<file path="config.mk">
export PLATFORM = sky130hd
export DESIGN_NAME = sorted_priority_queue_unit
export DESIGN_NICKNAME = d
export VERILOG_FILES = /design/src/hw/rtl/spq_pkg.sv /design/src/hw/rtl/spq_ctrl.sv /design/src/hw/rtl/spq_datapath.sv /design/src/hw/rtl/sorted_priority_queue_unit.sv
export SDC_FILE = /design/constraint.sdc
export NUM_CORES = 2
export LEC_CHECK = 0
export ABC_AREA = 0
export BUFFER_PORTS_ARGS = -buffer_cell sky130_fd_sc_hd__buf_2
export CORE_MARGIN = 3
export CORE_UTILIZATION = 55
export CTS_BUF_LIST = sky130_fd_sc_hd__clkbuf_4 sky130_fd_sc_hd__clkbuf_8 sky130_fd_sc_hd__clkbuf_16
export DETAILED_ROUTE_END_ITERATION = 8
export GPL_TIMING_DRIVEN = 0
export PLACE_DENSITY_LB_ADDON = 0.3
export SYNTH_ARGS = -nofsm -noshare
export SYNTH_HDL_FRONTEND = slang
export SYNTH_SLANG_ARGS = --single-unit
export TNS_END_PERCENT = 50
</file>
<file path="constraint.sdc">
create_clock -name clk -period 7.3 [get_ports clk]
set_input_delay 0.365 -clock clk [delete_from_list [all_inputs] [get_ports clk]]
set_output_delay 0.365 -clock clk [all_outputs]
set_load 0.01 [all_outputs]
</file>
<file path="src/hw/rtl/spq_pkg.sv">
// Shared constants and types of the sorted priority queue.
`timescale 1ns / 1ps
package spq_pkg;

  localparam int DEPTH_DEFAULT = 16;

  localparam int KIND_W = 2;
  localparam int PRIO_W = 8;
  localparam int DATA_W = 32;
  localparam int MINP_W = 9;
  localparam int LEN_W  = 5;
  localparam int STAT_W = 2;

  localparam logic [KIND_W-1:0] KIND_ENQ   = 2'd0;
  localparam logic [KIND_W-1:0] KIND_DEQ   = 2'd1;
  localparam logic [KIND_W-1:0] KIND_QUERY = 2'd2;

  localparam logic [STAT_W-1:0] ST_DONE  = 2'd0;
  localparam logic [STAT_W-1:0] ST_FULL  = 2'd1;
  localparam logic [STAT_W-1:0] ST_EMPTY = 2'd2;

  localparam logic [MINP_W-1:0] MINP_EMPTY = 9'h1FF;

  // controller to datapath
  typedef struct packed {
    logic load;  // capture the accepted item
    logic exec;  // perform the operation and load the result register
  } spq_cmd_t;

endpackage

</file>
<file path="src/hw/rtl/spq_ctrl.sv">
// Controller of the sorted priority queue: item sequencing and result handshake.
`timescale 1ns / 1ps
module spq_ctrl (
  input  logic             clk,
  input  logic             rst,
  input  logic             in_valid,
  output logic             in_ready,
  output logic             out_valid,
  input  logic             out_ready,
  output spq_pkg::spq_cmd_t cmd
);

  typedef enum logic {
    S_IDLE,
    S_EXEC
  } state_t;

  state_t state;

  // no item is taken while reset is held
  assign in_ready = (state == S_IDLE) && !rst;
  assign cmd.load = in_ready && in_valid;
  // result register free, or being emptied this cycle
  assign cmd.exec = (state == S_EXEC) && (!out_valid || out_ready);

  always_ff @(posedge clk) begin
    if (rst) begin
      state     <= S_IDLE;
      out_valid <= 1'b0;
    end else begin
      case (state)
        S_IDLE: begin
          if (out_ready) out_valid <= 1'b0;
          if (in_valid) state <= S_EXEC;
        end
        S_EXEC: begin
          if (cmd.exec) begin
            out_valid <= 1'b1;
            state     <= S_IDLE;
          end else if (out_ready) begin
            out_valid <= 1'b0;
          end
        end
        default: begin
          state     <= S_IDLE;
          out_valid <= 1'b0;
        end
      endcase
    end
  end

endmodule

</file>
<file path="src/hw/rtl/spq_datapath.sv">
// Datapath of the sorted priority queue: sorted entry row, insert/shift logic, result register.
`timescale 1ns / 1ps
module spq_datapath #(
  parameter int DEPTH = spq_pkg::DEPTH_DEFAULT
) (
  input  logic                              clk,
  input  logic                              rst,
  input  spq_pkg::spq_cmd_t                 cmd,
  input  logic [spq_pkg::KIND_W-1:0]        kind,
  input  logic [spq_pkg::PRIO_W-1:0]        item_priority,
  input  logic [spq_pkg::DATA_W-1:0]        item_data,
  output logic [spq_pkg::DATA_W-1:0]        out_data,
  output logic                              out_data_valid,
  output logic signed [spq_pkg::MINP_W-1:0] min_priority,
  output logic [spq_pkg::LEN_W-1:0]         queue_length,
  output logic [spq_pkg::STAT_W-1:0]        status
);

  localparam int CW = $clog2(DEPTH + 1);
  localparam logic [CW-1:0] FULL_CNT = CW'(DEPTH);

  // captured item
  logic [spq_pkg::KIND_W-1:0] op_kind;
  logic [spq_pkg::PRIO_W-1:0] op_prio;
  logic [spq_pkg::DATA_W-1:0] op_data;

  // sorted entries, head at index 0
  logic [spq_pkg::PRIO_W-1:0] prio_q [DEPTH];
  logic [spq_pkg::DATA_W-1:0] data_q [DEPTH];
  logic [CW-1:0]              count;
  logic [CW-1:0]              count_next;

  logic [DEPTH-1:0] gt;      // stored entry outranked by the new one
  logic [DEPTH-1:0] ins_at;  // new entry lands here
  logic [DEPTH-1:0] shift_up;

  logic is_full, is_empty, do_enq, do_deq;

  logic [spq_pkg::DATA_W-1:0] res_data;
  logic                       res_dvalid;
  logic [spq_pkg::PRIO_W-1:0] head_prio;
  logic                       head_valid;
  logic [spq_pkg::STAT_W-1:0] res_status;
  logic [CW+spq_pkg::LEN_W-1:0] len_wide;

  always_ff @(posedge clk) begin
    if (cmd.load) begin
      op_kind <= kind;
      op_prio <= item_priority;
      op_data <= item_data;
    end
  end

  assign is_full  = (count == FULL_CNT);
  assign is_empty = (count == '0);
  assign do_enq   = (op_kind == spq_pkg::KIND_ENQ) && !is_full;
  assign do_deq   = (op_kind == spq_pkg::KIND_DEQ) && !is_empty;

  always_comb begin
    for (int i = 0; i < DEPTH; i++) begin
      gt[i] = (CW'(i) < count) && (prio_q[i] > op_prio);
    end
    for (int i = 0; i < DEPTH; i++) begin
      if (i == 0) begin
        shift_up[i] = 1'b0;
        ins_at[i]   = gt[i] || (count == '0);
      end else begin
        shift_up[i] = gt[i-1];
        ins_at[i]   = !gt[i-1] && (gt[i] || (count == CW'(i)));
      end
    end
  end

  // one cell per entry: hold, take the neighbor below/above, or take the new item
  for (genvar g = 0; g < DEPTH; g++) begin : g_cell
    always_ff @(posedge clk) begin
      if (cmd.exec) begin
        if (do_enq) begin
          if (ins_at[g]) begin
            prio_q[g] <= op_prio;
            data_q[g] <= op_data;
          end else if (shift_up[g]) begin
            prio_q[g] <= prio_q[(g == 0) ? 0 : g - 1];
            data_q[g] <= data_q[(g == 0) ? 0 : g - 1];
          end
        end else if (do_deq && (g < DEPTH - 1)) begin
          prio_q[g] <= prio_q[(g < DEPTH - 1) ? g + 1 : g];
          data_q[g] <= data_q[(g < DEPTH - 1) ? g + 1 : g];
        end
      end
    end
  end

  always_comb begin
    count_next = count;
    if (do_enq) count_next = count + CW'(1);
    else if (do_deq) count_next = count - CW'(1);
  end

  always_ff @(posedge clk) begin
    if (rst) begin
      count <= '0;
    end else if (cmd.exec) begin
      count <= count_next;
    end
  end

  // result of the step, from the pre-update row
  always_comb begin
    res_status = spq_pkg::ST_DONE;
    res_data   = '0;
    res_dvalid = 1'b0;
    head_prio  = prio_q[0];
    head_valid = !is_empty;
    case (op_kind)
      spq_pkg::KIND_ENQ: begin
        if (is_full) begin
          res_status = spq_pkg::ST_FULL;
          res_data   = data_q[0];
          res_dvalid = 1'b1;
        end else begin
          res_dvalid = 1'b1;
          head_valid = 1'b1;
          if (ins_at[0]) begin
            res_data  = op_data;
            head_prio = op_prio;
          end else begin
            res_data  = data_q[0];
          end
        end
      end
      spq_pkg::KIND_DEQ: begin
        if (is_empty) begin
          res_status = spq_pkg::ST_EMPTY;
        end else begin
          res_data   = data_q[0];
          res_dvalid = 1'b1;
          head_prio  = prio_q[1];
          head_valid = (count_next != '0);
        end
      end
      default: begin
        if (!is_empty) begin
          res_data   = data_q[0];
          res_dvalid = 1'b1;
        end
      end
    endcase
  end

  assign len_wide = {{spq_pkg::LEN_W{1'b0}}, count_next};

  always_ff @(posedge clk) begin
    if (cmd.exec) begin
      out_data       <= res_data;
      out_data_valid <= res_dvalid;
      min_priority   <= head_valid ? {1'b0, head_prio} : spq_pkg::MINP_EMPTY;
      queue_length   <= len_wide[spq_pkg::LEN_W-1:0];
      status         <= res_status;
    end
  end

endmodule

</file>
<file path="src/hw/rtl/sorted_priority_queue_unit.sv">
// Top level of the sorted priority queue: controller plus datapath.
`timescale 1ns / 1ps
// Sorted priority queue of up to DEPTH entries (priority, data), lowest
// priority value at the head, equal priorities served first in, first out.
// Input channel (in_valid/in_ready) carries one item: kind 0 enqueue,
// 1 dequeue, 2 or 3 query. Output channel (out_valid/out_ready) returns one
// result item per input item: dequeued or head data, its valid flag, head
// priority after the step (-1 when empty), length and status.
// An accepted item is first captured, then executed into the output register
// once that register is free. A new item is taken only after the previous one
// has executed, following the capture then execute sequence of the controller;
// the insert compare and the shift of the whole entry row happen together in
// the execute cycle.
// The output register parts the two sides: a new item is accepted while a
// result still waits. If the receiver stalls, the next item waits in execute
// until the result register empties, and in_ready stays low meanwhile.
// Reset (rst, synchronous) empties the queue, drops out_valid and holds
// in_ready low while asserted; entry contents are not cleared, only the length.
module sorted_priority_queue_unit #(
  parameter int DEPTH = spq_pkg::DEPTH_DEFAULT
) (
  input  logic                              clk,
  input  logic                              rst,
  input  logic                              in_valid,
  output logic                              in_ready,
  input  logic [spq_pkg::KIND_W-1:0]        kind,
  input  logic [spq_pkg::PRIO_W-1:0]        item_priority,
  input  logic [spq_pkg::DATA_W-1:0]        item_data,
  output logic                              out_valid,
  input  logic                              out_ready,
  output logic [spq_pkg::DATA_W-1:0]        out_data,
  output logic                              out_data_valid,
  output logic signed [spq_pkg::MINP_W-1:0] min_priority,
  output logic [spq_pkg::LEN_W-1:0]         queue_length,
  output logic [spq_pkg::STAT_W-1:0]        status
);

  spq_pkg::spq_cmd_t cmd;

  // sequencing and handshake
  spq_ctrl u_ctrl (
    .clk       (clk),
    .rst       (rst),
    .in_valid  (in_valid),
    .in_ready  (in_ready),
    .out_valid (out_valid),
    .out_ready (out_ready),
    .cmd       (cmd)
  );

  // entry row and result register
  spq_datapath #(
    .DEPTH (DEPTH)
  ) u_dp (
    .clk            (clk),
    .rst            (rst),
    .cmd            (cmd),
    .kind           (kind),
    .item_priority  (item_priority),
    .item_data      (item_data),
    .out_data       (out_data),
    .out_data_valid (out_data_valid),
    .min_priority   (min_priority),
    .queue_length   (queue_length),
    .status         (status)
  );

endmodule

</file>
==> flow_summary.toml <==
[clock_network]
cts_buffers = 79
clock-sinks = 738
path_clk_slew_ps = 60
cts_tree = "done"
h-tree-depth = 3
cts_buffer_depth = 3
worstSkewPairLatency_ps = 650
cts_resized = 0
root_buffer = "clkbuf_16"
postCtsSetupRepairBufs = 0

[critical_path]
path_class = "reg -> reg"
crit_required_ps = 7680
rr_endpoint = "u_dp.data_q[0][118]"
r2r_setup_slack_ps = 1740
reg2regPathDepth = 12
crit_fanout = 10
startpoint_type = "flip-flop"
critPathArrivalTime_ps = 5940
worstSetupEndpointType = "flip-flop"
r2r-start = "u_dp.count[1]"

[place]
io_buffers = 95
dp_hpwl_mm = 88.4
place_congestion = 0.979
pre_cts_ws_ps = 2080

[power_and_ir_drop]
power_density_nw_per_um2 = 215
comb_power_share = 0.060
power_frac_seq = 0.509
p_int_mw = 7.23
p_switching_mw = 2.14
power.share.clock = 0.431
netSwitchingFraction = 0.228
max-vdd-ir-drop_v = 0.000235
p_leak_nw = 17.1

[sta]
fin_ws_ps = 1740
period_share = 0.762
finalHoldViolCount = 0
slew_headroom = 0.0200
fin_skew_ps = 30.0
slew_viol_final = 0
period_needed_ps = 5560
tns_ps = 0
setup_viol = 0
worst_slew_pin_slew_ps = 1470
rsz0062_at_grt = "no"
max_freq_mhz = 180

[synth]
synthTopCellsByArea = "edfxtp_1 (57%), mux2i_1 (8.6%), nand2_1 (7.5%)"
synth_edf_count = 731
synth.largest_area_cell = "edfxtp_1"
netlist_area_um2 = 38400
syn_avg_cell_area_um2 = 11.4
ys.warnings.count = 0
synth_cell_types = 72
synth.top_cell.area_share = 0.572
ys_dominant_reg_cell = "edfxtp_1"
synthesis.nets = 3537
postSynthCellCount = 3358
synth-seq-area-share = 0.576
ys_ff_latch = 738
async_flop_share = 0

[floorplan]
initial_core_util = 0.557
row_count = 96
die_x_um = 270
io_pins = 97
die_h_um = 270
core_um2 = 68800
die-area_um2 = 72900

[route]
firstDrtPassIters = 9
antenna_left = 0
routed_wirelength_mm = 128
wire_per_inst_um = 27.7
route.detailed.drc = 0
vias = 30500
drt_iter0_markers = 4530
viasPerCell = 6.62

[flow_run]
maxCapViolCount = 0

[run_status]
status = "complete, no violations"

[worst_hold_path]
hold_depth = 3
hold-path-endpoint = "u_ctrl.out_valid"
hold_start = "out_ready"
hp-class = "in -> reg"

[final_layout]
area_growth_pct = 13.7
final_common_cell = "nand2_1"
num-fill-cells = 5407
nNetsFinal = 3796
multi_input_area_um2 = 15100
final_cell_mix = "nand2_1 (761), edfxtp_1 (731), mux2i_1 (328)"
drive_gt1_frac = 0.129
seq_area_um2 = 22100

[grt]
grt_pass1_vias = 29800
grt-ovfl-total = 0
grt_first_pass_wirelength_mm = 187
grt_max_degree = 53
antenna_found_initial = 2
track_usage = 0.342
kinds of logic after synthesis:
family,count (synthesis),synth area share
adder cells (fa/ha/maj),133,0.0434
buffers and inverters,296,0.0330
flip-flops,738,0.576
AND/OR/NAND/NOR,1024,0.110
multiplexers,402,0.107
AO/OA/AOI/OAI,761,0.130
XOR/XNOR,4,0.00111
how the worst max path moves through the flow:
stage                     endpoint  depth (start not counted)          start  slack (ps)
6_report       u_dp.data_q[0][118]                         12  u_dp.count[1]        1740
5_1_grt        u_dp.data_q[0][118]                         12  u_dp.count[1]        1670
4_1_cts        u_dp.data_q[0][210]                         12  u_dp.count[1]        2030
3_5_place_dp   u_dp.data_q[0][207]                         12  u_dp.count[1]        2080
3_3_place_gp    u_dp.data_q[1][48]                          8  u_dp.count[1]       -4490
2_1_floorplan   u_dp.data_q[1][32]                          8  u_dp.count[0]         500
metrics by stage:
step | hold slack (ps) | cell area (um2) | util | power, mW | std cells
global route | 150 | 43600 | 0.633 | 9.59 | 4608
detailed placement | 524 | 40600 | 0.590 | 5.39 | 4424
CTS | 74.0 | 43600 | 0.633 | 9.35 | 4608
floorplan | 464 | 38400 | - | 5.18 | 3358
global placement | 516 | 40000 | 0.581 | 5.36 | 4384
finish | 89.3 | 43600 | 0.633 | 9.37 | 4610
layer usage:
| metal | up-vias | part of all wire | track usage |
|---|---|---|---|
| li1 | 13000 | - | - |
| met1 | 14900 | 0.37 | 0.452 |
| met2 | 2229 | 0.44 | 0.520 |
| met3 | 392 | 0.13 | 0.0935 |
| met4 | 0 | 0.055 | 0.174 |
| met5 | - | 0 | 0 |
sequential cells by signal, summed over array words and instances, names as in the netlist:
register and cells:
u_ctrl.out_valid 1, u_ctrl.state 1, u_dp.count 5, u_dp.data_q 512, u_dp.min_priority 9, u_dp.op_data 32, u_dp.op_kind 2, u_dp.op_prio 8
u_dp.out_data 32, u_dp.out_data_valid 1, u_dp.prio_q 128, u_dp.queue_length 5, u_dp.status 2
Yosys cell counts, types with 2 or more instances:
cell type and n:
a211oi_1 5, a2111oi_0 2, a21oi_1 97, ha_1 133, o21ai_0 301, nor2b_1 10, nand3_1 36, a21o_1 48
nand2_1 762, nor3_1 13, or2_2 4, dfxtp_1 7, mux2i_1 328, a211o_1 2, clkbuf_1 138, and3_1 15
buf_2 115, o311ai_0 2, nand4_1 33, a221o_1 47, nand4b_1 2, o31ai_1 5, nor2_1 120, inv_1 34
o21a_1 7, nand3b_1 3, o21bai_1 2, and4_1 3, a22oi_1 7, a21oi_2 3, nor3b_1 2, o221ai_1 11
and2_1 4, mux2_2 74, or3_1 2, o211ai_1 135, a22o_1 65, nand2b_1 6, a31oi_1 5, buf_1 7
edfxtp_1 731, xnor2_1 2
power by group through the flow:
stage / combinational (mW) / sequential, mW / clock, mW
floorplan: 0.326 / 4.85 / 0
global route: 0.610 / 4.77 / 4.21
finish: 0.566 / 4.77 / 4.04
global placement: 0.503 / 4.86 / 0
CTS: 0.551 / 4.77 / 4.04
detailed placement: 0.531 / 4.85 / 0
layout make-up:
cell class,instances,area share
multi-input cells,2324,0.346
inverters,34,0.00299
well taps,931,0.0267
repair buffers,178,0.0336
diodes,2,0.000115
flip-flops and latches,738,0.507
clock inverters,48,0.00939
plain buffers,262,0.0261
clock buffers,93,0.0482
critical path, stage by stage, from the launching register on:
cell,delay (ps)
dfxtp_1,340
buf_2,210
inv_1,270
ha_1,410
nor4b_2,620
nor2_1,350
nand2_1,310
buf_2,350
buf_2,530
buf_2,410
nand4_1,840
buf_8,470
buf_8,170
what timing repair did:
action | in CTS | in global routing
hold buffers | 43 | 0
endpoints found under the setup margin | 0 | 0
hold endpoints to repair | 43 | 0
(Power assumes the default switching activity.)
